**src/design/rdq_pkg.sv**
```systemverilog
// Shared types and constants for the record deque.
package rdq_pkg;

  localparam int DEPTH_DEF = 32;
  localparam int OP_W      = 3;
  localparam int KEY_W     = 30;
  localparam int PHONE_W   = 32;
  localparam int SALARY_W  = 32;
  localparam int STATUS_W  = 2;
  localparam int ENTRIES_W = 6;

  typedef enum logic [OP_W-1:0] {
    OP_PUSH_BACK  = 3'd0,
    OP_PUSH_FRONT = 3'd1,
    OP_POP_BACK   = 3'd2,
    OP_POP_FRONT  = 3'd3,
    OP_LIST       = 3'd4
  } op_t;

  typedef enum logic [STATUS_W-1:0] {
    ST_OK    = 2'd0,
    ST_EMPTY = 2'd1,
    ST_FULL  = 2'd2
  } status_t;

  // One stored record
  typedef struct packed {
    logic [KEY_W-1:0]    key;
    logic [PHONE_W-1:0]  phone;
    logic [SALARY_W-1:0] salary;
  } rec_t;

  // Request payload
  typedef struct packed {
    logic [OP_W-1:0]     opcode;
    logic [KEY_W-1:0]    ssn_in;
    logic [PHONE_W-1:0]  phone_in;
    logic [SALARY_W-1:0] salary_in;
  } cmd_t;

  // Result payload
  typedef struct packed {
    logic [STATUS_W-1:0]  status;
    logic                 has_record;
    logic [KEY_W-1:0]     ssn_out;
    logic [PHONE_W-1:0]   phone_out;
    logic [SALARY_W-1:0]  salary_out;
    logic [ENTRIES_W-1:0] entries;
    logic                 last_of_run;
  } res_t;

  // Memory port strobes
  typedef struct packed {
    logic we;
    logic re;
  } mem_ctl_t;

endpackage

```
**src/design/rdq_if.sv**
```systemverilog
// Valid/ready channel interfaces for requests and results.
interface rdq_cmd_if;
  logic          valid;
  logic          ready;
  rdq_pkg::cmd_t data;
  modport source (output valid, output data, input ready);
  modport sink (input valid, input data, output ready);
endinterface

interface rdq_res_if;
  logic          valid;
  logic          ready;
  rdq_pkg::res_t data;
  modport source (output valid, output data, input ready);
  modport sink (input valid, input data, output ready);
endinterface

```
**src/design/record_deque_with_listing_top.sv**
```systemverilog
// Top level of the record deque: sequencer plus ring record memory.
// Push, failed pop or list, and unused opcodes: result registered the cycle after.
// Pop: result goes through the registered memory read, then the result register.
// List: as a pop, one memory read per record, one record per cycle unless stalled.
// A new request is taken after the previous run's last result, while res is free.
// Reset clears the pointers, count and result valid; the memory is not cleared.
module record_deque_with_listing_top #(
  parameter int DEPTH = rdq_pkg::DEPTH_DEF
) (
  input  logic      clk,
  input  logic      rst,
  rdq_cmd_if.sink   cmd,
  rdq_res_if.source res
);

  localparam int AW = $clog2(DEPTH);

  rdq_pkg::mem_ctl_t ctl;
  logic [AW-1:0]     waddr;
  logic [AW-1:0]     raddr;
  rdq_pkg::rec_t     wdata;
  rdq_pkg::rec_t     rdata;

  rdq_ctrl #(.DEPTH(DEPTH)) u_ctrl (
    .clk   (clk),
    .rst   (rst),
    .cmd   (cmd),
    .res   (res),
    .ctl   (ctl),
    .waddr (waddr),
    .wdata (wdata),
    .raddr (raddr),
    .rdata (rdata)
  );

  rdq_store #(.DEPTH(DEPTH)) u_store (
    .clk   (clk),
    .ctl   (ctl),
    .waddr (waddr),
    .wdata (wdata),
    .raddr (raddr),
    .rdata (rdata)
  );

endmodule

```
**src/design/rdq_store.sv**
```systemverilog
// Ring record memory: one write port, one registered read port.
module rdq_store #(
  parameter int DEPTH = rdq_pkg::DEPTH_DEF
) (
  input  logic                     clk,
  input  rdq_pkg::mem_ctl_t        ctl,
  input  logic [$clog2(DEPTH)-1:0] waddr,
  input  rdq_pkg::rec_t            wdata,
  input  logic [$clog2(DEPTH)-1:0] raddr,
  output rdq_pkg::rec_t            rdata
);

  rdq_pkg::rec_t mem [DEPTH];

  // Write on strobe, register read data on strobe
  always_ff @(posedge clk) begin
    if (ctl.we) begin
      mem[waddr] <= wdata;
    end
    if (ctl.re) begin
      rdata <= mem[raddr];
    end
  end

endmodule

```
**src/design/rdq_ctrl.sv**
```systemverilog
// Deque sequencer: ring pointers, memory requests and result register.
module rdq_ctrl #(
  parameter int DEPTH = rdq_pkg::DEPTH_DEF
) (
  input  logic                     clk,
  input  logic                     rst,
  rdq_cmd_if.sink                  cmd,
  rdq_res_if.source                res,
  output rdq_pkg::mem_ctl_t        ctl,
  output logic [$clog2(DEPTH)-1:0] waddr,
  output rdq_pkg::rec_t            wdata,
  output logic [$clog2(DEPTH)-1:0] raddr,
  input  rdq_pkg::rec_t            rdata
);

  localparam int AW = $clog2(DEPTH);
  localparam int CW = $clog2(DEPTH + 1);
  localparam int EW = rdq_pkg::ENTRIES_W;

  typedef enum logic {S_IDLE, S_DATA} state_t;

  state_t            state;
  logic [AW-1:0]     front;
  logic [CW-1:0]     count;
  logic [CW-1:0]     off;
  logic              listing;
  logic              ov;
  rdq_pkg::res_t     res_q;

  logic              acc;
  logic              out_free;
  logic              full;
  logic              empty;
  logic              load;
  rdq_pkg::res_t     res_d;
  rdq_pkg::op_t      op;
  logic [AW-1:0]     front_inc;
  logic [AW-1:0]     front_dec;

  // Ring slot at a given distance from base
  function automatic logic [AW-1:0] slot_at(input logic [AW-1:0] base,
                                            input logic [CW-1:0] ofs);
    logic [CW:0] s;
    s = (CW+1)'(base) + (CW+1)'(ofs);
    if (s >= (CW+1)'(DEPTH)) begin
      s = s - (CW+1)'(DEPTH);
    end
    return AW'(s);
  endfunction

  assign op        = rdq_pkg::op_t'(cmd.data.opcode);
  assign out_free  = !ov || res.ready;
  assign cmd.ready = (state == S_IDLE) && out_free;
  assign acc       = cmd.valid && cmd.ready;
  assign full      = (count == CW'(DEPTH));
  assign empty     = (count == '0);
  assign front_inc = (front == AW'(DEPTH - 1)) ? '0 : front + 1'b1;
  assign front_dec = (front == '0) ? AW'(DEPTH - 1) : front - 1'b1;

  assign res.valid = ov;
  assign res.data  = res_q;

  assign wdata.key    = cmd.data.ssn_in;
  assign wdata.phone  = cmd.data.phone_in;
  assign wdata.salary = cmd.data.salary_in;

  // Memory requests and the next result
  always_comb begin
    ctl.we = 1'b0;
    ctl.re = 1'b0;
    waddr  = '0;
    raddr  = '0;
    load   = 1'b0;
    res_d  = '0;
    res_d.status      = rdq_pkg::ST_OK;
    res_d.entries     = EW'(count);
    res_d.last_of_run = 1'b1;
    case (state)
      S_IDLE: begin
        if (acc) begin
          case (op)
            rdq_pkg::OP_PUSH_BACK, rdq_pkg::OP_PUSH_FRONT: begin
              load = 1'b1;
              if (full) begin
                res_d.status = rdq_pkg::ST_FULL;
              end else begin
                ctl.we        = 1'b1;
                waddr         = (op == rdq_pkg::OP_PUSH_BACK) ? slot_at(front, count)
                                                              : front_dec;
                res_d.entries = EW'(count + 1'b1);
              end
            end
            rdq_pkg::OP_POP_BACK, rdq_pkg::OP_POP_FRONT, rdq_pkg::OP_LIST: begin
              if (empty) begin
                load         = 1'b1;
                res_d.status = rdq_pkg::ST_EMPTY;
              end else begin
                ctl.re = 1'b1;
                raddr  = (op == rdq_pkg::OP_POP_BACK) ? slot_at(front, count - 1'b1)
                                                      : front;
              end
            end
            default: begin
              load = 1'b1;
            end
          endcase
        end
      end
      S_DATA: begin
        if (out_free) begin
          load              = 1'b1;
          res_d.has_record  = 1'b1;
          res_d.ssn_out     = rdata.key;
          res_d.phone_out   = rdata.phone;
          res_d.salary_out  = rdata.salary;
          res_d.last_of_run = !listing || (off == count);
          // Fetch the next listed record while this one is loaded
          if (listing && (off != count)) begin
            ctl.re = 1'b1;
            raddr  = slot_at(front, off);
          end
        end
      end
      default: begin
      end
    endcase
  end

  // Hold pointers, sequence state and the result register
  always_ff @(posedge clk) begin
    if (rst) begin
      state   <= S_IDLE;
      front   <= '0;
      count   <= '0;
      off     <= '0;
      listing <= 1'b0;
      ov      <= 1'b0;
    end else begin
      if (load) begin
        ov <= 1'b1;
      end else if (res.ready) begin
        ov <= 1'b0;
      end
      case (state)
        S_IDLE: begin
          if (acc) begin
            case (op)
              rdq_pkg::OP_PUSH_BACK: begin
                if (!full) count <= count + 1'b1;
              end
              rdq_pkg::OP_PUSH_FRONT: begin
                if (!full) begin
                  count <= count + 1'b1;
                  front <= front_dec;
                end
              end
              rdq_pkg::OP_POP_BACK: begin
                if (!empty) begin
                  count   <= count - 1'b1;
                  listing <= 1'b0;
                  state   <= S_DATA;
                end
              end
              rdq_pkg::OP_POP_FRONT: begin
                if (!empty) begin
                  count   <= count - 1'b1;
                  front   <= front_inc;
                  listing <= 1'b0;
                  state   <= S_DATA;
                end
              end
              rdq_pkg::OP_LIST: begin
                if (!empty) begin
                  off     <= CW'(1);
                  listing <= 1'b1;
                  state   <= S_DATA;
                end
              end
              default: begin
              end
            endcase
          end
        end
        S_DATA: begin
          if (out_free) begin
            if (!listing || (off == count)) begin
              state <= S_IDLE;
            end else begin
              off <= off + 1'b1;
            end
          end
        end
        default: begin
          state <= S_IDLE;
        end
      endcase
    end
  end

  // Result payload register
  always_ff @(posedge clk) begin
    if (load) begin
      res_q <= res_d;
    end
  end

  // Fill level stays within the ring
  assert property (@(posedge clk) disable iff (rst) count <= CW'(DEPTH))
    else $error("deque count exceeds depth");

  // Never read and write the memory in one cycle
  assert property (@(posedge clk) disable iff (rst) !(ctl.we && ctl.re))
    else $error("memory read and write collide");

  // Pointers move only on an accepted request
  assert property (@(posedge clk) disable iff (rst)
                   !acc |=> ($stable(count) && $stable(front)))
    else $error("pointers moved without a request");

  // A memory read always leads to a data cycle
  assert property (@(posedge clk) disable iff (rst) ctl.re |=> (state == S_DATA))
    else $error("read data not consumed");

  // A listing never walks past the held records
  assert property (@(posedge clk) disable iff (rst)
                   (state == S_DATA && listing) |-> (off <= count && off != '0))
    else $error("listing offset out of range");

endmodule
```
**src/flat_wrapper.sv**
```systemverilog
// flat-port wrapper written by rule: the top's interface ports become plain ports
module record_deque_with_listing_top_flat 
#(
  parameter int DEPTH = rdq_pkg::DEPTH_DEF
)
  (clk, rst, cmd_valid, cmd_data, cmd_ready, res_valid, res_data, res_ready);
  rdq_cmd_if cmd_i ();
  rdq_res_if res_i ();
  input  logic clk;
  input  logic rst;
  input wire logic [$bits(cmd_i.valid)-1:0] cmd_valid;
  input wire logic [$bits(cmd_i.data)-1:0] cmd_data;
  output wire logic [$bits(cmd_i.ready)-1:0] cmd_ready;
  output wire logic [$bits(res_i.valid)-1:0] res_valid;
  output wire logic [$bits(res_i.data)-1:0] res_data;
  input wire logic [$bits(res_i.ready)-1:0] res_ready;
  assign cmd_i.valid = cmd_valid;
  assign cmd_i.data = cmd_data;
  assign cmd_ready = cmd_i.ready;
  assign res_valid = res_i.valid;
  assign res_data = res_i.data;
  assign res_i.ready = res_ready;
  record_deque_with_listing_top #(.DEPTH(DEPTH)) u_core (.clk(clk), .rst(rst), .cmd(cmd_i), .res(res_i));
endmodule
```
**config.mk**
```make
export PLATFORM = sky130hd
export DESIGN_NAME = record_deque_with_listing_top_flat
export DESIGN_NICKNAME = d
export VERILOG_FILES = /design/src/design/rdq_pkg.sv /design/src/design/rdq_if.sv /design/src/design/record_deque_with_listing_top.sv /design/src/design/rdq_store.sv /design/src/design/rdq_ctrl.sv /design/src/flat_wrapper.sv
export SDC_FILE = /design/constraint.sdc
export NUM_CORES = 2
export LEC_CHECK = 0
export CORE_ASPECT_RATIO = 1.1
export CORE_MARGIN = 2
export CORE_UTILIZATION = 35
export CTS_CLUSTER_DIAMETER = 120
export DETAILED_ROUTE_END_ITERATION = 10
export DONT_BUFFER_PORTS = 1
export GPL_TIMING_DRIVEN = 1
export HOLD_SLACK_MARGIN = 0.02
export SLEW_MARGIN = 20
export SYNTH_ARGS = -nofsm -noshare
export SYNTH_HDL_FRONTEND = slang
export SYNTH_SLANG_ARGS = --single-unit
```
**constraint.sdc**
```tcl
create_clock -name clk -period 13.66 [get_ports clk]
set_input_delay 0.683 -clock clk [delete_from_list [all_inputs] [get_ports clk]]
set_output_delay 0.683 -clock clk [all_outputs]
set_load 0.02 [all_outputs]
```
==> flow_metrics.env <==
export IMPL_grt_pass1_vias=71700
export IMPL_grt_max_degree=153
export IMPL_setup_viol_count_final=0
export IMPL_fill_cells=32100
export IMPL_worstMarginPinSlew_ns=1.22
export IMPL_root_buffer="clkbuf_16"
export IMPL_dr_pass1_iters=9
export IMPL_status="complete, but fails checks"
export IMPL_hold_viol_final=0
export IMPL_rsz0062_at_grt="false"
export IMPL_yosysWarnings=0
export IMPL_grt_remaining_overflow=0
export IMPL_leakage_nw=47.3
export IMPL_maxSlewViolCount=0
export IMPL_finalClockSkew_ns=0.0663
export IMPL_yosysSeqAreaShare_pct=77.2
export IMPL_worstPathRequired_ns=14.28
export IMPL_antenna_left=0
export IMPL_cts_repair_resized=0
export IMPL_cts_made_buffers=328
export IMPL_port_buffer_count=0
export IMPL_row_count=230
export IMPL_ys_seq_elements=3226
export IMPL_fin_nets=8271
export IMPL_synth_flop_cell="edfxtp_1"
export IMPL_placed_area_sq_um=130000
export IMPL_async_flop_share_pct=0
export IMPL_hold_class="in -> reg"
export IMPL_drcViolationCount=2
export IMPL_dp_hpwl_um=176000
export IMPL_clk_latency_ns=0.90
export IMPL_ys_types=72
export IMPL_worstPathArrival_ns=7.31
export IMPL_fin_area_sq_um=142000
export IMPL_die_area_sq_um=363000
export IMPL_avgSynthCellArea_sq_um=15.4
export IMPL_routabilityCongestion=0.760
export IMPL_core_area_sq_um=357000
export IMPL_yosys_area_top_type="edfxtp_1"
export IMPL_cts_max_level=5
export IMPL_netlist_area_sq_um=125000
export IMPL_min_period_over_period_pct=49.0
export IMPL_powerDensity_nw_per_um2=144
export IMPL_grt_usage_pct=19.6
export IMPL_final_cell_mix="3206 x edfxtp_1, 1538 x nand2_1, 401 x nor2_1, 381 x mux2i_1, 355 x a32oi_1"
export IMPL_drv_cap=0
export IMPL_synth_fp_nets=8249
export IMPL_vdd_drop_max_mv=0.100
export IMPL_synth_top_area_share_pct=76.8
export IMPL_antenna_found_initial=41
export IMPL_fin_crit_ns=6.69
export IMPL_drtIter0Drc=9680
export IMPL_io_pins=207
export IMPL_start_util_pct=35.1
export IMPL_final_common_cell="edfxtp_1"
export IMPL_die_y_um=631
export IMPL_clock_sinks=3226
export IMPL_clk_pin_slew_ns=0.06
export IMPL_die_w_um=574
export IMPL_final_cell_count_no_fill=13200
export IMPL_viasPerCell=5.61
export IMPL_postSynthCellCount=8127
export IMPL_relSlewSlack_pct=18.9
export IMPL_placed_cells=12500
export IMPL_cp_max_fo=145
export IMPL_cts_tree="built"
export IMPL_synth_edff_count=3206
export IMPL_layout_drive_gt1_share_pct=9.73
export IMPL_wl_per_cell_um=27.9
export IMPL_syn2layout_area_growth_pct=13.0
export IMPL_synth_area_top_cells="edfxtp_1 77%, nand2_1 4.6%, mux2i_1 3.0%"
export IMPL_fin_tns_setup_ns=0
export IMPL_clock_fmax_mhz=149
export IMPL_grt_pass1_wl_um=521000
export IMPL_finalWirelength_um=367000
export IMPL_timing_worst_setup_path_type="reg -> reg"
export IMPL_violations="DRC"
export IMPL_cp_end_kind="flip-flop"
export IMPL_route_vias_total=73900
export IMPL_cp_start_kind="flip-flop"
export IMPL_cts_buffer_depth=4
[Yosys cell counts (all sizes together) (5+ instances only)]
cell type  instances
a31oi             94
mux2i            381
xor2              18
nor3              12
a211oi           187
dfxtp             20
a32oi            355
a21oi            315
ha                18
a21o               7
nor2             438
o22ai            186
inv               11
mux4              97
nand2           1545
or3                7
nand3             20
buf              272
xnor2             11
edfxtp          3206
nand4              9
and3             279
a22oi              7
o21ai            292
a22o               5
clkbuf           268
[state kept, by name, indices dropped and copies added (netlist names)]
name,flops
u_core.u_store.rdata,94
u_core.u_ctrl.front,5
u_core.u_store.mem,3008
u_core.u_ctrl.state,1
u_core.u_ctrl.listing,1
u_core.u_ctrl.off,6
u_core.u_ctrl.res.valid,1
u_core.u_ctrl.res.data,104
u_core.u_ctrl.count,6
[per-stage QoR]
stage          hold WS [ns]  total power (W)  utilization [%]  setup slack (ns)
2_1_floorplan         0.468           0.0115                -              4.92
3_3_place_gp          0.490           0.0117             36.6              7.14
3_5_place_dp          0.500           0.0117             36.6              7.07
4_1_cts              0.0364           0.0205             39.8              7.03
5_1_grt              0.0629           0.0209             39.7              6.68
6_report             0.0800           0.0203             39.7              6.97
[path summary, 6_finish.rpt]
check             slack [ns]                    from  cells past startpoint                     endpoint
setup / recovery        6.97  u_core.u_ctrl.count[0]                     13     u_core.u_store.rdata[85]
hold / removal          0.08               res_ready                      2  u_core.u_ctrl.res.data[101]
setup reg to reg        6.97  u_core.u_ctrl.count[0]                     13     u_core.u_store.rdata[85]
hold reg to reg         0.51    u_core.u_ctrl.off[5]                      2         u_core.u_ctrl.off[5]
[worst max-delay path, cell delays in order, from the launching register on]
cell and delay (ns):
dfxtp_1 0.44, inv_1 0.25, ha_1 0.28, or4b_4 0.52
o2111ai_4 0.31, a21o_4 0.48, and2_4 0.52, buf_4 0.75
buf_12 0.70, buf_12 0.67, mux4_2 0.59, a211oi_1 0.24
a31oi_1 0.09, o211a_1 0.20
[where the power goes]
group | switching (W) | internal (W)
registers | 0.0000855 | 0.0110
clock network | 0.00376 | 0.00490
logic | 0.000473 | 0.000155
[metal layers]
layer	vias to the layer above	GRT usage (%)	routed length, um
met5	-	0	149
li1	31300	-	-
met1	38100	26.8	150000
met4	20	5.58	10200
met2	3767	32.0	173000
met3	647	3.38	33100
[logic make-up (layout without fill, tap and decap cells)]
logic type	after synthesis	in the layout	synth area share (%)
muxes	481	481	4.82
AOI/OAI and AO/OA	1482	1482	7.85
buffers and inverters	552	835	2.03
and+or+nand+nor	2336	2336	7.71
xor gates and xnor gates	29	29	0.203
other	0	8	0
adders and majority gates	21	21	0.228
DFF	3226	3226	77.2
[area by class of cell]
class | instances | area, sq um | area share [%]
clock inverter | 190 | 1550 | 1.09
inverter | 12 | 45.0 | 0.0318
multi-input combinational | 4349 | 26500 | 18.7
tap | 4756 | 5950 | 4.20
clock buffer | 401 | 8650 | 6.11
timing repair buffer | 232 | 2240 | 1.58
antenna | 8 | 20.0 | 0.0141
sequential | 3226 | 96700 | 68.3
[timing repair]
item / in CTS / in global routing
endpoints found under the hold margin: 3028 / 0
hold buffers: 97 / 0
setup buffers: 0 / 0
Power figures use the tool's default switching activity.
